<file path="src/sv/litp_pkg.sv">
// Shared types, codes and helpers for the infix-to-postfix converter.
package litp_pkg;

    // Sizes
    localparam int STACK_DEPTH = 32;
    localparam int STK_IDX_W   = $clog2(STACK_DEPTH);
    localparam int STK_CNT_W   = $clog2(STACK_DEPTH + 1);
    localparam int VAR_ID_BITS = 16;
    localparam int FQ_DEPTH    = 2;   // token queue, power of two
    localparam int FQ_IDX_W    = $clog2(FQ_DEPTH);
    localparam int FQ_CNT_W    = $clog2(FQ_DEPTH + 1);
    localparam int OQ_DEPTH    = 4;   // result queue, power of two
    localparam int OQ_IDX_W    = $clog2(OQ_DEPTH);
    localparam int OQ_CNT_W    = $clog2(OQ_DEPTH + 1);

    // Input token kinds
    localparam logic [1:0] TK_VAR    = 2'd0;
    localparam logic [1:0] TK_LPAREN = 2'd1;
    localparam logic [1:0] TK_RPAREN = 2'd2;
    localparam logic [1:0] TK_OPER   = 2'd3;

    // Operator codes; LP_MARK tags a left paren on the stack
    localparam logic [2:0] OP_NOT    = 3'd0;
    localparam logic [2:0] OP_AND    = 3'd1;
    localparam logic [2:0] OP_OR     = 3'd2;
    localparam logic [2:0] OP_IMPL   = 3'd3;
    localparam logic [2:0] OP_BICOND = 3'd4;
    localparam logic [2:0] LP_MARK   = 3'd7;

    // Result kinds
    localparam logic [1:0] RK_VAR   = 2'd0;
    localparam logic [1:0] RK_OPER  = 2'd1;
    localparam logic [1:0] RK_ERROR = 2'd2;

    // Error codes
    localparam logic [3:0] ERR_BAD_START     = 4'd0;
    localparam logic [3:0] ERR_BINARY_START  = 4'd1;
    localparam logic [3:0] ERR_BAD_END       = 4'd2;
    localparam logic [3:0] ERR_VAR_AFTER_VAR = 4'd3;
    localparam logic [3:0] ERR_VAR_AFTER_RP  = 4'd4;
    localparam logic [3:0] ERR_BAD_LPAREN    = 4'd5;
    localparam logic [3:0] ERR_BAD_RPAREN    = 4'd6;
    localparam logic [3:0] ERR_OP_AFTER_OP   = 4'd7;
    localparam logic [3:0] ERR_BIN_AFTER_LP  = 4'd8;
    localparam logic [3:0] ERR_MISSING_RP    = 4'd9;
    localparam logic [3:0] ERR_OVERFLOW      = 4'd10;
    localparam logic [3:0] ERR_UNMATCHED_RP  = 4'd11;

    // Classified token word
    typedef struct packed {
        logic [1:0]             kind;
        logic [2:0]             oper;
        logic [VAR_ID_BITS-1:0] var_id;
        logic                   last;
    } token_t;

    // Result word
    typedef struct packed {
        logic [1:0]             kind;
        logic [2:0]             oper;
        logic [VAR_ID_BITS-1:0] var_id;
        logic [3:0]             err;
        logic                   eor;
        logic                   eoe;
    } result_t;

    // Binding strength, tighter is larger
    function automatic logic [2:0] prec_of(input logic [2:0] op);
        logic [2:0] p;
        unique case (op)
            OP_NOT:  p = 3'd5;
            OP_AND:  p = 3'd4;
            OP_OR:   p = 3'd3;
            OP_IMPL: p = 3'd2;
            default: p = 3'd1;
        endcase
        return p;
    endfunction

    // True when the stacked operator leaves before the incoming one is pushed
    function automatic logic pops_before(input logic [2:0] incoming,
                                         input logic [2:0] top);
        logic r;
        if (top > OP_BICOND)
            r = 1'b0;
        else if (incoming == OP_NOT || incoming == OP_IMPL)
            r = prec_of(incoming) < prec_of(top);
        else
            r = prec_of(incoming) <= prec_of(top);
        return r;
    endfunction

endpackage

</file>
<file path="src/sv/litp_front.sv">
// Token intake: classifies operator codes and buffers tokens for the back end.
module litp_front (
    input  logic                              clk,
    input  logic                              rst_n,
    input  logic                              push,
    output logic                              full,
    input  logic [1:0]                        token_kind,
    input  logic [2:0]                        oper_code,
    input  logic [litp_pkg::VAR_ID_BITS-1:0]  var_ident,
    input  logic                              last_token,
    output logic                              tok_valid,
    output litp_pkg::token_t                  tok,
    input  logic                              tok_take
);
    import litp_pkg::*;

    token_t               q_mem [FQ_DEPTH];
    logic [FQ_IDX_W-1:0]  wr_ptr_reg, wr_ptr_next;
    logic [FQ_IDX_W-1:0]  rd_ptr_reg, rd_ptr_next;
    logic [FQ_CNT_W-1:0]  cnt_reg, cnt_next;
    token_t               tok_in;
    logic                 wr_en;
    logic                 rd_en;

    // Classify: out-of-range operator codes act as biconditional
    always_comb
    begin
        tok_in.kind   = token_kind;
        tok_in.oper   = (oper_code > OP_BICOND) ? OP_BICOND : oper_code;
        tok_in.var_id = var_ident;
        tok_in.last   = last_token;
    end

    assign full      = (cnt_reg == FQ_CNT_W'(FQ_DEPTH));
    assign tok_valid = (cnt_reg != '0);
    assign tok       = q_mem[rd_ptr_reg];
    assign wr_en     = push && !full;
    assign rd_en     = tok_take && tok_valid;

    // Pointer and fill bookkeeping
    always_comb
    begin
        wr_ptr_next = wr_en ? wr_ptr_reg + FQ_IDX_W'(1) : wr_ptr_reg;
        rd_ptr_next = rd_en ? rd_ptr_reg + FQ_IDX_W'(1) : rd_ptr_reg;
        cnt_next    = cnt_reg + FQ_CNT_W'(wr_en) - FQ_CNT_W'(rd_en);
    end

    always_ff @(posedge clk or negedge rst_n)
    begin
        if (!rst_n)
        begin
            wr_ptr_reg <= '0;
            rd_ptr_reg <= '0;
            cnt_reg    <= '0;
        end
        else
        begin
            wr_ptr_reg <= wr_ptr_next;
            rd_ptr_reg <= rd_ptr_next;
            cnt_reg    <= cnt_next;
        end
    end

    // Token storage
    always_ff @(posedge clk)
    begin
        if (wr_en)
            q_mem[wr_ptr_reg] <= tok_in;
    end

endmodule

</file>
<file path="src/sv/litp_outq.sv">
// Result queue between the back end and the result ports.
module litp_outq (
    input  logic              clk,
    input  logic              rst_n,
    input  logic              res_push,
    input  litp_pkg::result_t res_in,
    output logic              res_full,
    output logic              empty,
    input  logic              pop,
    output litp_pkg::result_t res_head
);
    import litp_pkg::*;

    result_t              q_mem [OQ_DEPTH];
    logic [OQ_IDX_W-1:0]  wr_ptr_reg, wr_ptr_next;
    logic [OQ_IDX_W-1:0]  rd_ptr_reg, rd_ptr_next;
    logic [OQ_CNT_W-1:0]  cnt_reg, cnt_next;
    logic                 wr_en;
    logic                 rd_en;

    assign res_full = (cnt_reg == OQ_CNT_W'(OQ_DEPTH));
    assign empty    = (cnt_reg == '0);
    assign res_head = q_mem[rd_ptr_reg];
    assign wr_en    = res_push && !res_full;
    assign rd_en    = pop && !empty;

    // Pointer and fill bookkeeping
    always_comb
    begin
        wr_ptr_next = wr_en ? wr_ptr_reg + OQ_IDX_W'(1) : wr_ptr_reg;
        rd_ptr_next = rd_en ? rd_ptr_reg + OQ_IDX_W'(1) : rd_ptr_reg;
        cnt_next    = cnt_reg + OQ_CNT_W'(wr_en) - OQ_CNT_W'(rd_en);
    end

    always_ff @(posedge clk or negedge rst_n)
    begin
        if (!rst_n)
        begin
            wr_ptr_reg <= '0;
            rd_ptr_reg <= '0;
            cnt_reg    <= '0;
        end
        else
        begin
            wr_ptr_reg <= wr_ptr_next;
            rd_ptr_reg <= rd_ptr_next;
            cnt_reg    <= cnt_next;
        end
    end

    // Word storage
    always_ff @(posedge clk)
    begin
        if (wr_en)
            q_mem[wr_ptr_reg] <= res_in;
    end

endmodule

</file>
<file path="src/sv/litp_back.sv">
// Shunting-yard sequencer: syntax checks, operator stack and result framing.
module litp_back (
    input  logic              clk,
    input  logic              rst_n,
    input  logic              tok_valid,
    input  litp_pkg::token_t  tok,
    output logic              tok_take,
    input  logic              res_full,
    output logic              res_push,
    output litp_pkg::result_t res_word
);
    import litp_pkg::*;

    typedef enum logic [2:0] {S_IDLE, S_POP_RP, S_POP_OP, S_FLUSH, S_FIN} state_t;
    typedef enum logic [2:0] {PK_UNKNOWN, PK_VAR, PK_LPAREN, PK_RPAREN, PK_OPER} prev_t;

    state_t                state_reg, state_next;
    prev_t                 prev_reg, prev_next;
    logic                  disc_reg, disc_next;
    logic                  err_seen_reg, err_seen_next;
    logic [STK_CNT_W-1:0]  cnt_reg, cnt_next;
    token_t                tok_reg, tok_next;
    logic                  pend_valid_reg, pend_valid_next;
    result_t               pend_reg, pend_next;
    logic [2:0]            stack_mem [STACK_DEPTH];

    logic [STK_CNT_W-1:0]  top_pos;
    logic [2:0]            top_val;
    logic                  stk_full;
    logic                  stk_we;
    logic [2:0]            stk_wval;
    logic                  gen_req;
    result_t               gen_word;
    logic                  take_req;
    logic                  push_req;
    logic                  stall;
    logic                  early_err;
    logic [3:0]            early_code;

    function automatic result_t mk_result(input logic [1:0] kind,
                                          input logic [2:0] oper,
                                          input logic [VAR_ID_BITS-1:0] v,
                                          input logic [3:0] err);
        result_t r;
        r.kind   = kind;
        r.oper   = oper;
        r.var_id = v;
        r.err    = err;
        r.eor    = 1'b0;
        r.eoe    = 1'b0;
        return r;
    endfunction

    // Top of stack
    assign top_pos  = cnt_reg - STK_CNT_W'(1);
    assign top_val  = stack_mem[top_pos[STK_IDX_W-1:0]];
    assign stk_full = (cnt_reg >= STK_CNT_W'(STACK_DEPTH));

    // Syntax checks on the incoming token, in reporting order
    always_comb
    begin
        early_err  = 1'b1;
        early_code = ERR_BAD_START;
        priority if (prev_reg == PK_UNKNOWN && tok.kind == TK_RPAREN)
            early_code = ERR_BAD_START;
        else if (prev_reg == PK_UNKNOWN && tok.kind == TK_OPER && tok.oper != OP_NOT)
            early_code = ERR_BINARY_START;
        else if (tok.last && tok.kind != TK_VAR && tok.kind != TK_RPAREN)
            early_code = ERR_BAD_END;
        else if (tok.kind == TK_VAR && prev_reg == PK_VAR)
            early_code = ERR_VAR_AFTER_VAR;
        else if (tok.kind == TK_VAR && prev_reg == PK_RPAREN)
            early_code = ERR_VAR_AFTER_RP;
        else if (tok.kind == TK_LPAREN && prev_reg != PK_OPER &&
                 prev_reg != PK_LPAREN && prev_reg != PK_UNKNOWN)
            early_code = ERR_BAD_LPAREN;
        else if (tok.kind == TK_RPAREN && prev_reg != PK_VAR && prev_reg != PK_RPAREN)
            early_code = ERR_BAD_RPAREN;
        else if (tok.kind == TK_OPER && prev_reg == PK_OPER && tok.oper != OP_NOT)
            early_code = ERR_OP_AFTER_OP;
        else if (tok.kind == TK_OPER && prev_reg == PK_LPAREN && tok.oper != OP_NOT)
            early_code = ERR_BIN_AFTER_LP;
        else
            early_err = 1'b0;
    end

    // Sequencer next state
    always_comb
    begin
        state_next      = state_reg;
        prev_next       = prev_reg;
        disc_next       = disc_reg;
        err_seen_next   = err_seen_reg;
        cnt_next        = cnt_reg;
        tok_next        = tok_reg;
        take_req        = 1'b0;
        stk_we          = 1'b0;
        stk_wval        = LP_MARK;
        gen_req         = 1'b0;
        gen_word        = mk_result(RK_ERROR, OP_NOT, '0, ERR_BAD_START);

        unique case (state_reg)
            S_IDLE:
            begin
                if (tok_valid)
                begin
                    take_req = 1'b1;
                    if (disc_reg)
                    begin
                        // dropping tokens until the end of the expression
                        if (tok.last)
                        begin
                            prev_next = PK_UNKNOWN;
                            disc_next = 1'b0;
                            cnt_next  = '0;
                        end
                    end
                    else
                    begin
                        tok_next      = tok;
                        err_seen_next = 1'b0;
                        if (early_err)
                        begin
                            gen_req       = 1'b1;
                            gen_word      = mk_result(RK_ERROR, OP_NOT, '0, early_code);
                            err_seen_next = 1'b1;
                            state_next    = S_FIN;
                        end
                        else
                        begin
                            unique case (tok.kind)
                                TK_VAR:
                                begin
                                    gen_req    = 1'b1;
                                    gen_word   = mk_result(RK_VAR, OP_NOT, tok.var_id,
                                                           ERR_BAD_START);
                                    prev_next  = PK_VAR;
                                    state_next = tok.last ? S_FLUSH : S_FIN;
                                end
                                TK_LPAREN:
                                begin
                                    if (stk_full)
                                    begin
                                        gen_req       = 1'b1;
                                        gen_word      = mk_result(RK_ERROR, OP_NOT, '0,
                                                                  ERR_OVERFLOW);
                                        err_seen_next = 1'b1;
                                    end
                                    else
                                    begin
                                        stk_we    = 1'b1;
                                        stk_wval  = LP_MARK;
                                        cnt_next  = cnt_reg + STK_CNT_W'(1);
                                        prev_next = PK_LPAREN;
                                    end
                                    state_next = S_FIN;
                                end
                                TK_RPAREN: state_next = S_POP_RP;
                                default:   state_next = S_POP_OP;
                            endcase
                        end
                    end
                end
            end

            // Pop down to the matching left paren
            S_POP_RP:
            begin
                if (cnt_reg == '0)
                begin
                    gen_req       = 1'b1;
                    gen_word      = mk_result(RK_ERROR, OP_NOT, '0, ERR_UNMATCHED_RP);
                    err_seen_next = 1'b1;
                    state_next    = S_FIN;
                end
                else if (top_val == LP_MARK)
                begin
                    cnt_next   = top_pos;
                    prev_next  = PK_RPAREN;
                    state_next = tok_reg.last ? S_FLUSH : S_FIN;
                end
                else
                begin
                    gen_req  = 1'b1;
                    gen_word = mk_result(RK_OPER, top_val, '0, ERR_BAD_START);
                    cnt_next = top_pos;
                end
            end

            // Pop tighter operators (equal ones too, except for NOT and IMPL), then push the new one
            S_POP_OP:
            begin
                if (cnt_reg != '0 && pops_before(tok_reg.oper, top_val))
                begin
                    gen_req  = 1'b1;
                    gen_word = mk_result(RK_OPER, top_val, '0, ERR_BAD_START);
                    cnt_next = top_pos;
                end
                else if (stk_full)
                begin
                    gen_req       = 1'b1;
                    gen_word      = mk_result(RK_ERROR, OP_NOT, '0, ERR_OVERFLOW);
                    err_seen_next = 1'b1;
                    state_next    = S_FIN;
                end
                else
                begin
                    stk_we     = 1'b1;
                    stk_wval   = tok_reg.oper;
                    cnt_next   = cnt_reg + STK_CNT_W'(1);
                    prev_next  = PK_OPER;
                    state_next = tok_reg.last ? S_FLUSH : S_FIN;
                end
            end

            // Final flush of the stack
            S_FLUSH:
            begin
                if (cnt_reg == '0)
                    state_next = S_FIN;
                else if (top_val == LP_MARK)
                begin
                    gen_req       = 1'b1;
                    gen_word      = mk_result(RK_ERROR, OP_NOT, '0, ERR_MISSING_RP);
                    err_seen_next = 1'b1;
                    state_next    = S_FIN;
                end
                else
                begin
                    gen_req  = 1'b1;
                    gen_word = mk_result(RK_OPER, top_val, '0, ERR_BAD_START);
                    cnt_next = top_pos;
                end
            end

            // Close the run: tag the held word, then restart, start dropping or go on
            default:
            begin
                if (tok_reg.last)
                begin
                    prev_next = PK_UNKNOWN;
                    disc_next = 1'b0;
                    cnt_next  = '0;
                end
                else if (err_seen_reg)
                    disc_next = 1'b1;
                state_next = S_IDLE;
            end
        endcase
    end

    // One word is held back so the end-of-run flags can be set on it
    always_comb
    begin
        pend_next       = pend_reg;
        pend_valid_next = pend_valid_reg;
        res_word        = pend_reg;
        if (state_reg == S_FIN)
        begin
            res_word.eor    = 1'b1;
            res_word.eoe    = tok_reg.last;
            pend_valid_next = 1'b0;
        end
        else if (gen_req)
        begin
            pend_next       = gen_word;
            pend_valid_next = 1'b1;
        end
    end

    assign push_req = pend_valid_reg && (gen_req || state_reg == S_FIN);
    assign stall    = push_req && res_full;
    assign res_push = push_req && !res_full;
    assign tok_take = take_req && !stall;

    always_ff @(posedge clk or negedge rst_n)
    begin
        if (!rst_n)
        begin
            state_reg      <= S_IDLE;
            prev_reg       <= PK_UNKNOWN;
            disc_reg       <= 1'b0;
            err_seen_reg   <= 1'b0;
            cnt_reg        <= '0;
            pend_valid_reg <= 1'b0;
        end
        else if (!stall)
        begin
            state_reg      <= state_next;
            prev_reg       <= prev_next;
            disc_reg       <= disc_next;
            err_seen_reg   <= err_seen_next;
            cnt_reg        <= cnt_next;
            pend_valid_reg <= pend_valid_next;
        end
    end

    // Payload registers and operator stack
    always_ff @(posedge clk)
    begin
        if (!stall)
        begin
            tok_reg  <= tok_next;
            pend_reg <= pend_next;
            if (stk_we)
                stack_mem[cnt_reg[STK_IDX_W-1:0]] <= stk_wval;
        end
    end

endmodule

</file>
<file path="src/sv/logic_infix_to_postfix.sv">
// Top level of the propositional-logic infix-to-postfix converter.
// Tokens enter a two-word queue and are worked by a shunting-yard sequencer
// with a 32-entry operator stack; results leave through a four-word queue.
// A variable or left paren passes the sequencer's decode and end-of-run
// commit steps; an operator adds a push step, and a right paren a paren
// match step. Each operator popped by a right paren, an operator or the
// final flush adds a step, and the last token adds a flush check. A token
// that fails the syntax checks passes decode and commit only; tokens
// dropped after an error pass decode alone. The sequencer stalls only
// while the result queue is full. Syntax errors are reported once per
// expression as an error word with end_of_run set; later tokens up to the
// last one are dropped.
module logic_infix_to_postfix (
    input  logic                              clk,
    input  logic                              rst_n,
    input  logic                              push,
    output logic                              full,
    input  logic [1:0]                        token_kind,
    input  logic [2:0]                        oper_code,
    input  logic [litp_pkg::VAR_ID_BITS-1:0]  var_ident,
    input  logic                              last_token,
    output logic                              empty,
    input  logic                              pop,
    output logic [1:0]                        out_kind,
    output logic [2:0]                        out_oper,
    output logic [litp_pkg::VAR_ID_BITS-1:0]  out_var,
    output logic [3:0]                        error_code,
    output logic                              end_of_run,
    output logic                              end_of_expr
);
    import litp_pkg::*;

    logic     tok_valid;
    token_t   tok;
    logic     tok_take;
    logic     res_full;
    logic     res_push;
    result_t  res_word;
    result_t  res_head;

    // Token intake
    litp_front u_front (
        .clk        (clk),
        .rst_n      (rst_n),
        .push       (push),
        .full       (full),
        .token_kind (token_kind),
        .oper_code  (oper_code),
        .var_ident  (var_ident),
        .last_token (last_token),
        .tok_valid  (tok_valid),
        .tok        (tok),
        .tok_take   (tok_take)
    );

    // Stack sequencer
    litp_back u_back (
        .clk       (clk),
        .rst_n     (rst_n),
        .tok_valid (tok_valid),
        .tok       (tok),
        .tok_take  (tok_take),
        .res_full  (res_full),
        .res_push  (res_push),
        .res_word  (res_word)
    );

    // Result queue
    litp_outq u_outq (
        .clk      (clk),
        .rst_n    (rst_n),
        .res_push (res_push),
        .res_in   (res_word),
        .res_full (res_full),
        .empty    (empty),
        .pop      (pop),
        .res_head (res_head)
    );

    assign out_kind    = res_head.kind;
    assign out_oper    = res_head.oper;
    assign out_var     = res_head.var_id;
    assign error_code  = res_head.err;
    assign end_of_run  = res_head.eor;
    assign end_of_expr = res_head.eoe;

endmodule
</file>
<file path="config.mk">
export PLATFORM = sky130hd
export DESIGN_NAME = logic_infix_to_postfix
export DESIGN_NICKNAME = d
export VERILOG_FILES = /design/src/sv/litp_pkg.sv /design/src/sv/litp_front.sv /design/src/sv/litp_outq.sv /design/src/sv/litp_back.sv /design/src/sv/logic_infix_to_postfix.sv
export SDC_FILE = /design/constraint.sdc
export NUM_CORES = 1
export LEC_CHECK = 0
export CORE_MARGIN = 1.5
export CORE_UTILIZATION = 63
export CTS_CLUSTER_DIAMETER = 30
export DETAILED_ROUTE_END_ITERATION = 7
export DONT_BUFFER_PORTS = 1
export PLACE_DENSITY_LB_ADDON = 0.3
export SLEW_MARGIN = 25
export SYNTH_ARGS = -nofsm -noshare
export SYNTH_HDL_FRONTEND = slang
export SYNTH_SLANG_ARGS = --single-unit
</file>
<file path="constraint.sdc">
create_clock -name clk -period 6.4 [get_ports clk]
set_input_delay 0.32 -clock clk [delete_from_list [all_inputs] [get_ports clk]]
set_output_delay 0.32 -clock clk [all_outputs]
set_load 0.05 [all_outputs]
</file>
# Word-level counts from Yosys, hierarchy flattened
# Memory sizes are Yosys's and may differ from the RTL's.
# Index checks and enable logic that the tools add are counted.
[word_totals] regBits=57 mem_bits_rw=248 input_bits=26 out_inout_bits=29 word_cells=275 memories=3
[op_classes] add_sub_neg=10 magnitude_cmp=5 n_eq_ne=43 mux=132 bitwise_logic=5 n_reduce_logical=57
[mem_list] memory="u_outq.q_mem" words=4 width=27 read_ports=1 rd_clocked_by_memory_dff=0 write_ports=1 line="litp_outq.sv:14" text="result_t q_mem [OQ_DEPTH];"
[mem_list] memory="u_back.stack_mem" words=32 width=3 read_ports=1 rd_clocked_by_memory_dff=0 write_ports=1 line="litp_back.sv:25" text="logic [2:0] stack_mem [STACK_DEPTH];"
[mem_list] memory="u_front.q_mem" words=2 width=22 read_ports=1 rd_clocked_by_memory_dff=0 write_ports=1 line="litp_front.sv:17" text="token_t q_mem [FQ_DEPTH];"
[ops] operator="$mux 27" count=8
[ops] operator="$mux 3" count=37
[ops] operator="$pmux 27 s4" count=1
[ops] operator="$mux 6" count=12
[ops] operator="$pmux 27 s2" count=1
[ops] operator="$mux 1" count=51
[ops] operator="$pmux 3 s4" count=4
[ops] operator="$mux 4" count=9
[ops] operator="$logic_and 1x1->1" count=25
[ops] operator="$eq 3x2->1 const B" count=8
[ops] operator="$pmux 6 s4" count=1
[ops] operator="$reduce_and 9->1" count=2
[ops] operator="$ne 2x2->1 const B" count=8
[ops] operator="$logic_not 3->1" count=5
[ops] operator="$eq 3x1->1 const B" count=4
[ops] operator="$eq 3x3->1 const B" count=4
[ops] operator="$ne 3x1->1 const B" count=4
[ops] operator="$ne 3x2->1 const B" count=4
[ops] operator="$reduce_and 12->1" count=1
[ops] operator="$pmux 3 s3" count=1
[ops] operator="$reduce_bool 3->1" count=3
[ops] operator="$ne 2x1->1 const B" count=4
[ops] operator="$pmux 1 s4" count=2
[ops] operator="$reduce_and 4->1" count=2
[ops] operator="33 further kinds" count=51

# Longest topological paths before layout
# An unclocked memory read counts as a cell.
[logic_depth] depth_word=24 depth_mapped=23 ltp_nobuf=20

# Modules after synthesis
# From an unflattened synthesis, not the netlist that was laid out.
[unflattened] hier_cells=796 hier_area_um2=13272.7
[by_module_without_submodules] module="litp_back" instances=1 cells_each=525 area_per_inst_um2=7016.7 seq_area_each_um2=4129.0
[by_module_without_submodules] module="litp_outq" instances=1 cells_each=182 area_per_inst_um2=4371.7 seq_area_each_um2=3418.3
[by_module_without_submodules] module="litp_front" instances=1 cells_each=89 area_per_inst_um2=1884.3 seq_area_each_um2=1421.4

# Least setup slack after synthesis
# OpenSTA, ideal clock, no wires.
[synth_timing] kind="flip-flop to flip-flop" startpoint="reg u_back.cnt_reg[0]" endpoint="reg u_back.pend_reg, in the netlist u_back.res_word[10], enable pin" setup_ns=0.407 arrival_ns=5.214 required_time_ns=5.993 setup_slack_ns=0.780 stages_incl_launch_ff=18 n_path_buf=3 period_less_slack_ns=5.620 cell_sequence="dfrtp_1 buf_2 inv_1 ha_1 buf_2 clkbuf_1 mux4_2 mux4_2 mux2i_2 nand2b_1 ha_1 nor2b_1 o21a_1 o21a_1 or3_1 o211ai_1 nor3_1 nor2_1"
[synth_via] elab_chain_len=19 word_cells_on_any_way=39 classes_between="1 x add/sub; 4 x order compare; 4 x eq/ne; 20 x mux; 1 x bitwise; 8 x reduce/logical; 1 x memory"
[synth_lines] item="from (decl)" line="litp_back.sv:21" text="logic [STK_CNT_W-1:0] cnt_reg, cnt_next;"
[synth_lines] item="from (signal assigned)" line="litp_back.sv:293" text="cnt_reg <= cnt_next;"
[synth_lines] item="$sub 6x1->6" line="litp_back.sv:55" text="assign top_pos = cnt_reg - STK_CNT_W'(1);"
[synth_lines] item="$mem_v2 32x3"
[synth_lines] item="$eq 3x2->1 (tied with other cells)" line="litp_pkg.sv:70" text="unique case (op)"
[synth_lines] item="$pmux 3 s4" line="litp_pkg.sv:70"
[synth_lines] item="$mux 3" line="litp_pkg.sv:86" text="else if (incoming == OP_NOT || incoming == OP_IMPL)"
[synth_lines] item="$mux 3" line="litp_pkg.sv:84" text="if (top > OP_BICOND)"
[synth_lines] item="$mux 3" line="litp_back.sv:102" text="unique case (state_reg)"
[synth_lines] item="$le 3x3->1 / $lt 3x3->1 (equally long branches)" line="litp_pkg.sv:89, litp_pkg.sv:87"
[synth_lines] item="[... 3 more ...]"
[synth_lines] item="$logic_and 1x1->1" line="litp_back.sv:193" text="if (cnt_reg != '0 && pops_before(tok_reg.oper, top_val))"
[synth_lines] item="$mux 1" line="litp_back.sv:193"
[synth_lines] item="$pmux 1 s4 (*)" line="litp_back.sv:102"
[synth_lines] item="$logic_or 1x1->1" line="litp_back.sv:271" text="assign push_req = pend_valid_reg && (gen_req || state_reg == S_FIN);"
[synth_lines] item="$logic_and 1x1->1" line="litp_back.sv:271"
[synth_lines] item="$logic_and 1x1->1" line="litp_back.sv:272" text="assign stall = push_req && res_full;"
[synth_lines] item="$not 1->1 (no source line)"
[synth_lines] item="$reduce_and 3->1 (no source line) (*)"
[synth_lines] item="to (signal assigned)" line="litp_back.sv:304" text="pend_reg <= pend_next;"
[synth_lines] item="to (decl)" line="litp_back.sv:24" text="result_t pend_reg, pend_next;"
# Mark *: on every way between the ends. The rest lies on a longest branch, timed or not. The select of a mux whose other input is x is not followed.
# A chain may end at the register's enable or synchronous reset.

# Final worst setup path
[layout_timing] startpoint="reg u_back.cnt_reg[1]" endpoint="reg u_front.cnt_reg[1]"
[layout_via] elab_chain_len=21 word_cells_on_any_way=41 classes_between="2 x add/sub; 4 x order compare; 4 x eq/ne; 20 x mux; 10 x reduce/logical; 1 x memory"
[layout_lines] item="$sub 6x1->6" line="litp_back.sv:55"
[layout_lines] item="$mem_v2 32x3"
[layout_lines] item="$eq 3x2->1 (tied with other cells)" line="litp_pkg.sv:70"
[layout_lines] item="$pmux 3 s4" line="litp_pkg.sv:70"
[layout_lines] item="$mux 3" line="litp_pkg.sv:86"
[layout_lines] item="$mux 3" line="litp_pkg.sv:84"
[layout_lines] item="$mux 3" line="litp_back.sv:102"
[layout_lines] item="$le 3x3->1 / $lt 3x3->1 (equally long branches)" line="litp_pkg.sv:89, litp_pkg.sv:87"
[layout_lines] item="[... 7 more ...]"
[layout_lines] item="$logic_and 1x1->1 (*)" line="litp_back.sv:271"
[layout_lines] item="$logic_and 1x1->1 (*)" line="litp_back.sv:272"
[layout_lines] item="$logic_not 1->1 (*)" line="litp_back.sv:274" text="assign tok_take = take_req && !stall;"
[layout_lines] item="$logic_and 1x1->1 (*)" line="litp_back.sv:274"
[layout_lines] item="$logic_and 1x1->1 (*)" line="litp_front.sv:38" text="assign rd_en = tok_take && tok_valid;"
[layout_lines] item="via u_front.rd_en" line="litp_front.sv:23" text="logic rd_en;"
[layout_lines] item="$sub 2x1->2 (*)" line="litp_front.sv:45" text="cnt_next = cnt_reg + FQ_CNT_W'(wr_en) - FQ_CNT_W'(rd_en);"
[layout_lines] item="via u_front.cnt_next[1]" line="litp_front.sv:20" text="logic [FQ_CNT_W-1:0] cnt_reg, cnt_next;"
[layout_lines] item="to (signal assigned)" line="litp_front.sv:60" text="cnt_reg <= cnt_next;"
[layout_lines] item="to (decl)" line="litp_front.sv:20"
# Mark *: on every way through the listed nets, which the timed path passes. The rest lies on a longest branch. The select of a mux whose other input is x is not followed.

==> reports/summary.txt <==
status: finished clean
Final Max Slew Viols: 0
Avg Cell Area, Syn: 16.61 um2
Die H: 145.2 um
total congestion overflow: 0
Total Wirelength: 26110 um
vias: 7033
CP max FO: 22
Root Driver: clkbuf_16
Clk Latency, worst-skew pair: 0.52 ns
DRC violations left: 0
Netlist Area Pre-Place: 12740 um2
Post-synth ARST share: 8.581%
vias per std cell: 6.342
TritonCTS clock tree: yes
Rows: 51
Slew @ Worst Pin: 1.024 ns
DRT Pass-1 Iters: 5
commonest non-fill, non-tap cell in the layout: edfxtp_1
Int Power: 5.260 mW
# setup viols final: 0
HP Class: input port to register
commonest cells after routing, fill and taps aside: edfxtp_1 (277), nor2_1 (82), mux4_2 (56)
Final Cell Area: 14710 um2
period utilisation layout: 92.39%
Max transition margin: 29.78%
P_leak: 5.123 nW
Max Freq: 169.1 MHz
Synth Flop Type: edfxtp_1
Synth top area share: 65.27%
Final Hold Fails: 0
post-place setup slack: 0.5440 ns
cells after synthesis: 767
Die Wd: 145.2 um
max-cap violations: 0
Post-Syn Nets: 809
Non-Filler Instances: 1109
Synthesis Warnings: 0
Worst Path Required: 6.83 ns
Initial Utilization: 64.84%
Peak supply drop: 0.3885 mV
switching pwr: 3.152 mW
CP Launch Type: register
Cell Area, Placed: 13020 um2
sequential share of power: 38.3%
Die ar.: 21090 um2
Distinct cells, synth: 72
Sw Ratio: 37.47%
Largest Register: u_outq.q_mem
GP Congestion: 0.9107
post-synthesis sequential area ratio: 70.38%
Cells after DPL: 1008
# diodes: 0
hpwl dp: 16900 um
CTS clk-pin slew, worst paths: 0.05 ns
min Tclk post-route: 5.913 ns
pin count of the biggest net entering global routing: 33
Setup TNS: 0 ns
first-pass GRT wire length: 41010 um
Synth Register Bits: 303
Avg WL per Cell: 23.54 um
RSZ-0062 raised after global routing: false
endpoint type of the worst setup path: register
Longest Clk Path Bufs: 3
Core Region: 19650 um2
PortBufs: 0
nets: 853
Tot Pwr: 8.412 mW
vias in the first global route: 7263
combinational fraction of design power: 34.4%
power per cell area: 572.0 nW/um2
area delta synth->final: 15.40%
Sink Count: 303
Yosys top cell by area: edfxtp_1
Total GRT Usage: 25.45%
CP arrival: 6.34 ns
Post-Route Skew: 0.01755 ns
number of top-level pins: 55
setup repair bufs after CTS: 0
Initial DRC Count: 749
Routed Antenna Nets: 0
post-route setup slack: 0.4871 ns
EDFF count, synth: 277
CTS Buf Count: 44
CTS H-tree lvls: 2
share of power burned in the clock network: 27.4%
initial antenna violation count: 0
Area contributors post-synth: edfxtp_1 (65%), mux4_2 (9.9%), dfrtp_1 (5.1%), nor2_1 (2.5%), mux2i_1 (2.0%)
max reg flops: 108
Setup Crit Path Kind: register to register
layout cells sized above 1: 20.02%
[layout make-up]
class	instances	area (um2)
Inverter	20	75.07
Fill cell	1199	4949
Clock inverter	26	257.7
Sequential cell	303	8972
Multi-Input combinational cell	410	3577
Clock buffer	53	1186
Timing Repair Buffer	32	305.3
Tap cell	265	331.6
[what timing repair did]
item | 4_1_cts | 5_1_grt
hold buffers | 22 | 0
gates resized for setup | 0 | 0
hold endpoints to repair | 69 | 0
[power groups by stage]
stage | Clock, mW | Sequential, mW | Combinational, mW
after floorplan | 0 | 3.01 | 2.39
after global placement | 0 | 3.18 | 2.78
after detailed placement | 0 | 3.24 | 2.84
after CTS | 2.33 | 3.22 | 2.88
after global routing | 2.41 | 3.27 | 3.11
final | 2.30 | 3.22 | 2.89
[worst max-delay path, cell delays in order (launching register included)]
cell      delay (ns)
dfrtp_1         0.47
inv_1           0.12
ha_1            0.91
mux4_2          0.46
mux4_2          0.49
mux2i_2         0.42
nand2b_1        0.19
ha_1            0.25
nor2b_1         0.14
o21a_1          0.16
o21a_1          0.19
or3_1           0.40
o211a_4         0.29
a21boi_4        0.30
nor3_1          0.14
ha_1            0.31
inv_1           0.04
ha_1            0.19
xnor2_1         0.17
xnor2_1         0.15
[metal layers]
layer / vias up / part of all wire [%] / global-route usage [%]
met5: - / 0 / 0
met4: 0 / 2.1 / 7.959
met3: 49 / 8.0 / 5.692
met2: 331 / 49 / 40.60
met1: 3557 / 41 / 35.56
li1: 3096 / - / -
[cells in the mapped netlist (all sizes together) (4+ instances only)]
cell type and instances:
a211oi 4, a21oi 22, a31oi 5, and2 7, and3 6, buf 13, clkbuf 21, dfrtp 26
edfxtp 277, ha 15, inv 18, mux2 7, mux2i 27, mux4 56, nand2 40, nand2b 4
nand3 10, nor2 85, nor2b 6, nor3 20, o211ai 5, o21ai 16, o32a 4, or3 7
xnor2 8, xor2 6
[worst paths after layout]
check                           slack, ns                               end                        startpoint  cells after the start
max in group asynchronous            5.95  u_outq.rd_ptr_reg[0]$_DFFE_PN0P_                             rst_n                      2
worst max-delay path                 0.49      u_front.cnt_reg[1]$_DFF_PN0_     u_back.cnt_reg[1]$_DFFE_PN0P_                     19
worst min register to register       0.48  u_outq.rd_ptr_reg[1]$_DFFE_PN0P_  u_outq.rd_ptr_reg[1]$_DFFE_PN0P_                      1
min in group asynchronous            0.26   u_back.state_reg[1]$_DFFE_PN0P_                             rst_n                      2
worst min-delay path                 0.07    u_front.q_mem[1][18]$_DFFE_PP_                      oper_code[1]                      1
worst max register to register       0.49      u_front.cnt_reg[1]$_DFF_PN0_     u_back.cnt_reg[1]$_DFFE_PN0P_                     19
[per-stage QoR]
| step | hold WS (ns) | utilization [%] |
|---|---|---|
| 4_1_cts | 0.03423 | 74.76 |
| 3_3_place_gp | 0.02546 | 66.25 |
| 5_1_grt | 0.08289 | 74.82 |
| 6_report | 0.06517 | 74.82 |
| 3_5_place_dp | 0.02544 | 66.25 |
| 2_1_floorplan | 0.02441 | - |
[cells by family (layout without fill, tap and decap cells)]
family | after synthesis | after routing | share of synthesized area, %
buf+inv | 54 | 131 | 1.699
xor+xnor | 14 | 14 | 1.021
simple gates | 202 | 202 | 7.550
compound gates | 88 | 88 | 5.027
mux | 90 | 90 | 12.70
flops | 303 | 303 | 70.38
fa+ha+maj | 16 | 16 | 1.630
Note: power is estimated with default switching activity, not from simulation.
